$ cat config.mk
export PLATFORM = sky130hd
export DESIGN_NAME = hlc_queue
export DESIGN_NICKNAME = d
export VERILOG_FILES = /design/src/hw/rtl/hlc_pkg.sv /design/src/hw/rtl/hlc_queue.sv
export SDC_FILE = /design/constraint.sdc
export NUM_CORES = 2
export LEC_CHECK = 0
export BUFFER_PORTS_ARGS = -buffer_cell sky130_fd_sc_hd__buf_2
export CAP_MARGIN = 15
export CORE_MARGIN = 2
export CORE_UTILIZATION = 55
export CTS_CLUSTER_SIZE = 24
export DETAILED_ROUTE_END_ITERATION = 6
export PLACE_DENSITY = 0.83
export SYNTH_ARGS = -nofsm -noshare
export SYNTH_HDL_FRONTEND = slang
export SYNTH_SLANG_ARGS = --single-unit
export TNS_END_PERCENT = 50
$ cat constraint.sdc
create_clock -name clock -period 29.7 [get_ports clock]
set_input_delay 4.455 -clock clock [delete_from_list [all_inputs] [get_ports clock]]
set_output_delay 4.455 -clock clock [all_outputs]
set_load 0.02 [all_outputs]
$ cat src/hw/rtl/hlc_pkg.sv
// Shared types and constants of the homogeneous line clipper.
// Used by every module of the block; depends on nothing.
package hlc_pkg;

   localparam int COORD_W    = 32;
   localparam int T_FRAC     = 16;
   localparam int T_W        = T_FRAC + 1;
   localparam int NUM_W      = COORD_W + 2;
   localparam int MAG_W      = NUM_W;
   localparam int REM_W      = MAG_W + 1;
   localparam int NUM_LANES  = 6;
   localparam int DIV_STEPS  = 2;
   localparam int DIV_STAGES = (T_FRAC + DIV_STEPS - 1) / DIV_STEPS;
   localparam int QDEPTH     = 8;
   localparam int QPTR_W     = $clog2(QDEPTH);
   localparam int OCC_W      = $clog2(QDEPTH + 1);

   localparam logic [T_W-1:0] ONE_T = {1'b1, {T_FRAC{1'b0}}};

   // Index 0 is x, 1 is y, 2 is z, 3 is w.
   typedef logic [3:0][COORD_W-1:0] vec_type;

   // One clipped segment as it waits between the front and the back.
   typedef struct packed {
      vec_type          a;
      vec_type          b;
      logic             empty;
      logic [T_W-1:0]   t_min;
      logic [T_W-1:0]   t_max;
   } seg_type;

   typedef struct packed {
      vec_type          v;
      logic [T_W-1:0]   weight;
      logic             last;
   } rsp_type;

endpackage

$ cat src/hw/rtl/hlc_queue.sv
// Small segment queue between the front and the back of the clipper.
// Depends on hlc_pkg.
module hlc_queue
   import hlc_pkg::*;
(
   input  logic    clock,
   input  logic    reset,
   input  logic    push,
   input  seg_type push_seg,
   input  logic    pop,
   output logic    avail,
   output logic    full,
   output seg_type head_seg
);

   seg_type          mem_ff [QDEPTH];
   logic [QPTR_W-1:0] wr_ptr_ff, rd_ptr_ff;
   logic [OCC_W-1:0]  count_ff;

   always_ff @(posedge clock) begin
      if (reset) begin
         wr_ptr_ff <= '0;
         rd_ptr_ff <= '0;
         count_ff  <= '0;
      end else begin
         if (push) begin
            wr_ptr_ff <= wr_ptr_ff + QPTR_W'(1);
         end
         if (pop) begin
            rd_ptr_ff <= rd_ptr_ff + QPTR_W'(1);
         end
         if (push && !pop) begin
            count_ff <= count_ff + OCC_W'(1);
         end else if (pop && !push) begin
            count_ff <= count_ff - OCC_W'(1);
         end
      end
      if (push) begin
         mem_ff[wr_ptr_ff] <= push_seg;
      end
   end

   assign avail    = (count_ff != '0);
   assign full     = (count_ff == OCC_W'(QDEPTH));
   assign head_seg = mem_ff[rd_ptr_ff];

endmodule

# After elaboration in Yosys (flattened, before gate mapping)
# Memory sizes are Yosys's and may differ from the RTL's. A register that Yosys moved wholly into a read port is not among the register bits.
# Index checks and enable logic that the tools add are counted.
# word_totals
mem_count	1
inputBits	295
output_inout_bits	293
reg_bits	10
mem_bits_rw	2328
wordCells	21
# op_classes
mux	6
n_eq_ne	1
n_reduce_logical	6
addsub	4
# mem_list
name	depth	word_bits	rd	rd_clocked_by_memory_dff	write_ports	line	source
mem_ff	8	291	1	1	1	hlc_queue.sv:16	seg_type mem_ff [QDEPTH];
# ops
op	n
two-way mux 4 bit	2
adder 3 x 1 -> 3 bit, second input constant	2
two-way mux 3 bit	2
adder 4 x 1 -> 4 bit, second input constant	1
equality test 4 bit, second input constant	1
nonzero test 4 bit	1
subtractor 4 x 1 -> 4 bit, second input constant	1
logical AND 1 bit	2
zero test 1 bit	2
two-way mux 1 bit	2
nonzero test 2 bit	1

# Depth between registers and ports, before layout
# logic_depth
word_depth	4
mapped_depth	8
mapped_depth_nobuf	8

# Worst setup path before layout
# OpenSTA, ideal clock, no wires.
# synth_timing
path_kind	input -> register
startpoint	input push
endpoint	memory mem_ff[0][0] in the netlist's numbering, enable pin
cell_stages	2
t_arrival_ns	24.113
required_ns	28.400
setup_time_ns	1.300
n_path_buf	0
path_slack_ns	4.287
cell_sequence	nand2b_1 -> nor3_1
# synth_via
elab_chain_len	2
# synth_rtl
element	line	source
start, declared	hlc_queue.sv:8	input logic push,
two-way mux 1 bit	hlc_queue.sv:38	if (push) begin
two-way mux 1 bit (not written as such)	hlc_queue.sv:39	mem_ff[wr_ptr_ff] <= push_seg;
end, declared	hlc_queue.sv:16	
# No other way between the ends.

==> out/results.tsv <==
stage	metric	value	unit
status	status	complete, no violations	
synth	synthFlopType	edfxtp_1	
routing	via_per_inst	6.094	
setup_path	reg2regPathDepth	5	
floorplan	die-area	164800	µm²
place	place_congestion	0.7656	
setup_path	cpMostUsedCell	buf_4	
setup_path	r2r_setup_slack	25460	ps
synth	synth_top_area_cell	edfxtp_1	
setup_path	reg2reg_from	wr_ptr_ff[2]	
cells_and_area	final_area	101300	µm²
setup_path	crit_chain	buf_12 -> buf_4 -> buf_4 -> mux4_1 -> mux2_2 -> buf_2	
worst_hold_path	min_path_type	reg -> reg	
global_route	grt_overflow_total	0	
power_and_ir_drop	cellPowerDensity	70.79	nW/µm²
clocking	cts.sinks	2341	
synth	async_flop_share	0	%
power_and_ir_drop	p_clk_share	38.8	%
clocking	path_clk_slew	60	ps
place	place_area	93980	µm²
setup_path	slowest_stage	buf_4	
synth	avgSynthCellArea	25.89	µm²
clocking	cts_max_path_buffers	3	
synth	synthCells	3432	
setup_path	cp_max_fo	108	
floorplan	core_area	160600	µm²
power_and_ir_drop	p_comb_share	9.0	%
place	place_hpwl	100700	µm
timing	hold-worst-slack	525.5	ps
global_route	grt_max_degree	159	
timing	period_needed	10030	ps
clocking	cts_resized	0	
synth	synth_edf_count	2328	
cells_and_area	drive_gt1_share	37.86	%
power_and_ir_drop	p_seq_share	52.3	%
setup_path	cpPeakStageDelay	940	ps
routing	first_pass_iters	5	
setup_path	cp_data_arrival_time	5580	ps
place	port-buffer-count	587	
global_route	grt_pass1_wl	277000	µm
run	drv_cap	0	
routing	drt_iter0_drc	3600	
power_and_ir_drop	ir_worst_vdd	0.00006424	V
setup_path	critPathKind	reg -> out	
cells_and_area	nNetsFinal	4438	
timing	min_period_over_period	33.78	%
global_route	grt_use_total	23.24	%
power_and_ir_drop	swShare	22.40	%
power_and_ir_drop	p_leak	32.54	nW
cells_and_area	syn_to_final_growth	14.02	%
setup_path	startpoint_type	flip-flop	
clocking	clk-insertion-delay-late	860	ps
timing	max_freq	99.68	MHz
timing	finalSetupViolations	0	
clocking	hold_buffers	0	
synth	synthDominantCellAreaShare	78.68	%
floorplan	placementRows	147	
place	pre_cts_ws	20550	ps
synth	ys_top_cells_by_count	2328 x edfxtp_1, 371 x mux4_2, 292 x mux2_2	
synth	synthDistinctLibCells	27	
timing	finalSetupTns	0	ps
cells_and_area	utilization	63.09	%
clocking	numCtsBuffers	221	
synth	ys_ff_latch	2341	
timing	slew_violations	0	
timing	grt_setup_unrepaired	false	
routing	drt-total-wl	193500	µm
clocking	cts_tree	yes	
synth	yosys_warnings	0	
timing	finalHoldViolCount	0	
floorplan	die_y	405.9	µm
timing	worstMarginPinSlew	1340	ps
setup_path	endpoint_kind	primary output	
floorplan	start_util	55.33	%
floorplan	num_io_pins	588	
synth	ys_seq_area_share	78.98	%
global_route	grt_antenna_before_repair	84	
clocking	cts-root-buf	clkbuf_16	
clocking	post-cts-setup-buffers	0	
synth	synth_area	88850	µm²
routing	drcViolationCount	0	
synth	syn_nets	3733	
routing	drt.antenna.violating_nets	0	
global_route	first_global_vias	41123	
synth	yosysMostFrequentCell	edfxtp_1	
timing	setup_slack	19670	ps
setup_path	crit_end	head_seg[20]	
setup_path	cp.required	25240	ps
setup_path	r2r_end	mem_ff[2][39]	
timing	slew_headroom	10.68	%
routing	wl_per_cell	29.56	µm
floorplan	dieWidth	405.9	µm
synth	synth.area.top_cells	edfxtp_1 79%, mux4_2 9.4%, mux4_1 6.2%	
clocking	h-tree-depth	4	
timing	fin_skew	25.65	ps
power_and_ir_drop	p_switching	0.001606	W
power_and_ir_drop	cellInternalPower	0.005565	W
routing	num_vias	39890	
==> kinds of logic after synthesis <==
logic type               count (synthesis)  share of synthesized area [%]
buffers and inverters                  166                          1.305
flip-flops                            2341                          78.98
AO/OA/AOI/OAI                            4                        0.02677
XOR/XNOR                                 6                        0.05916
adder cells (fa/ha/maj)                  6                        0.09295
AND/OR/NAND/NOR                         32                         0.1605
multiplexers                           877                          19.38
==> cell type report <==
type | instances | area [µm²]
well taps | 2160 | 2703
clock inverters | 149 | 1401
diodes | 65 | 162.7
inverters | 2 | 7.507
flip-flops and latches | 2341 | 70180
repair buffers | 646 | 3518
clock buffers | 258 | 5754
multi-input cells | 925 | 17570
fillers | 9985 | 59270
==> metal layers <==
layer | wire length, µm | vias to the layer above | global-route usage, %
met1 | 70480 | 21115 | 29.02
met3 | 13940 | 462 | 5.274
met2 | 98380 | 1740 | 38.29
met4 | 10380 | 46 | 12.27
li1 | - | 16527 | -
met5 | 303 | - | 0
==> worst min-delay path by stage <==
stage	slack (ps)	cells past startpoint	end	start
final	530	2	rd_ptr_ff[2]	rd_ptr_ff[2]
after global routing	560	2	rd_ptr_ff[2]	rd_ptr_ff[2]
after global placement	500	2	flip-flop	rd_ptr_ff[2]
after CTS	530	2	rd_ptr_ff[2]	rd_ptr_ff[2]
after floorplan	480	2	flip-flop	rd_ptr_ff[2]
after detailed placement	510	2	flip-flop	rd_ptr_ff[2]
==> power by group through the flow <==
stage | sequential, W | clock (W) | combinational, W
detailed placement | 0.00382 | 0 | 0.000639
global route | 0.00375 | 0.00294 | 0.000678
floorplan | 0.00385 | 0 | 0.000428
CTS | 0.00375 | 0.00282 | 0.000651
global placement | 0.00381 | 0 | 0.000625
finish | 0.00375 | 0.00278 | 0.000643
==> metrics by stage <==
stage                     cells  power [W]
final                      6546   0.007171
after global routing       6523   0.007370
after CTS                  6481   0.007223
after detailed placement   6074   0.004455
after global placement     6074   0.004434
after floorplan            3432   0.004279
==> flip-flops by register name, summed over array words and instances (netlist names), named ones only <==
name and flops:
mem_ff 2328, wr_ptr_ff 3, rd_ptr_ff 3, count_ff 4
==> critical path: cells and delay by family, from the launching register on <==
family	cells	cell delay (ps)
flops	1	730
mux	2	1030
buf+inv	4	2670
==> cells in the final DEF, fill, tap and decap left out <==
cell,Yosys,routed
edfxtp_1,2328,2328
buf_2,21,587
mux4_2,371,371
mux2_2,292,292
clkbuf_16,0,225
mux4_1,211,211
diode_2,0,65
clkinv_1,0,58
buf_4,0,48
clkinv_2,0,45
clkbuf_1,49,33
bufinv_16,0,22
nor2_1,19,13
buf_12,0,11
dfxtp_1,13,10
inv_6,0,8
nor2_4,0,6
ha_1,5,5
clkinv_4,0,5
nand2_1,4,4
clkinvlp_4,0,4
clkinv_16,0,4
nand2b_1,3,3
xor2_1,3,3
mux2i_1,3,3
xnor2_1,3,3
dfxtp_4,0,3
inv_8,0,3
inv_1,2,2
nor3_2,0,2
a21oi_1,2,2
nor4b_1,1,1
or4_1,1,1
nor2b_1,1,1
nand3_1,1,1
a211oi_1,1,1
a31oi_1,1,1
fa_1,1,1
Power figures use the tool's default switching activity.
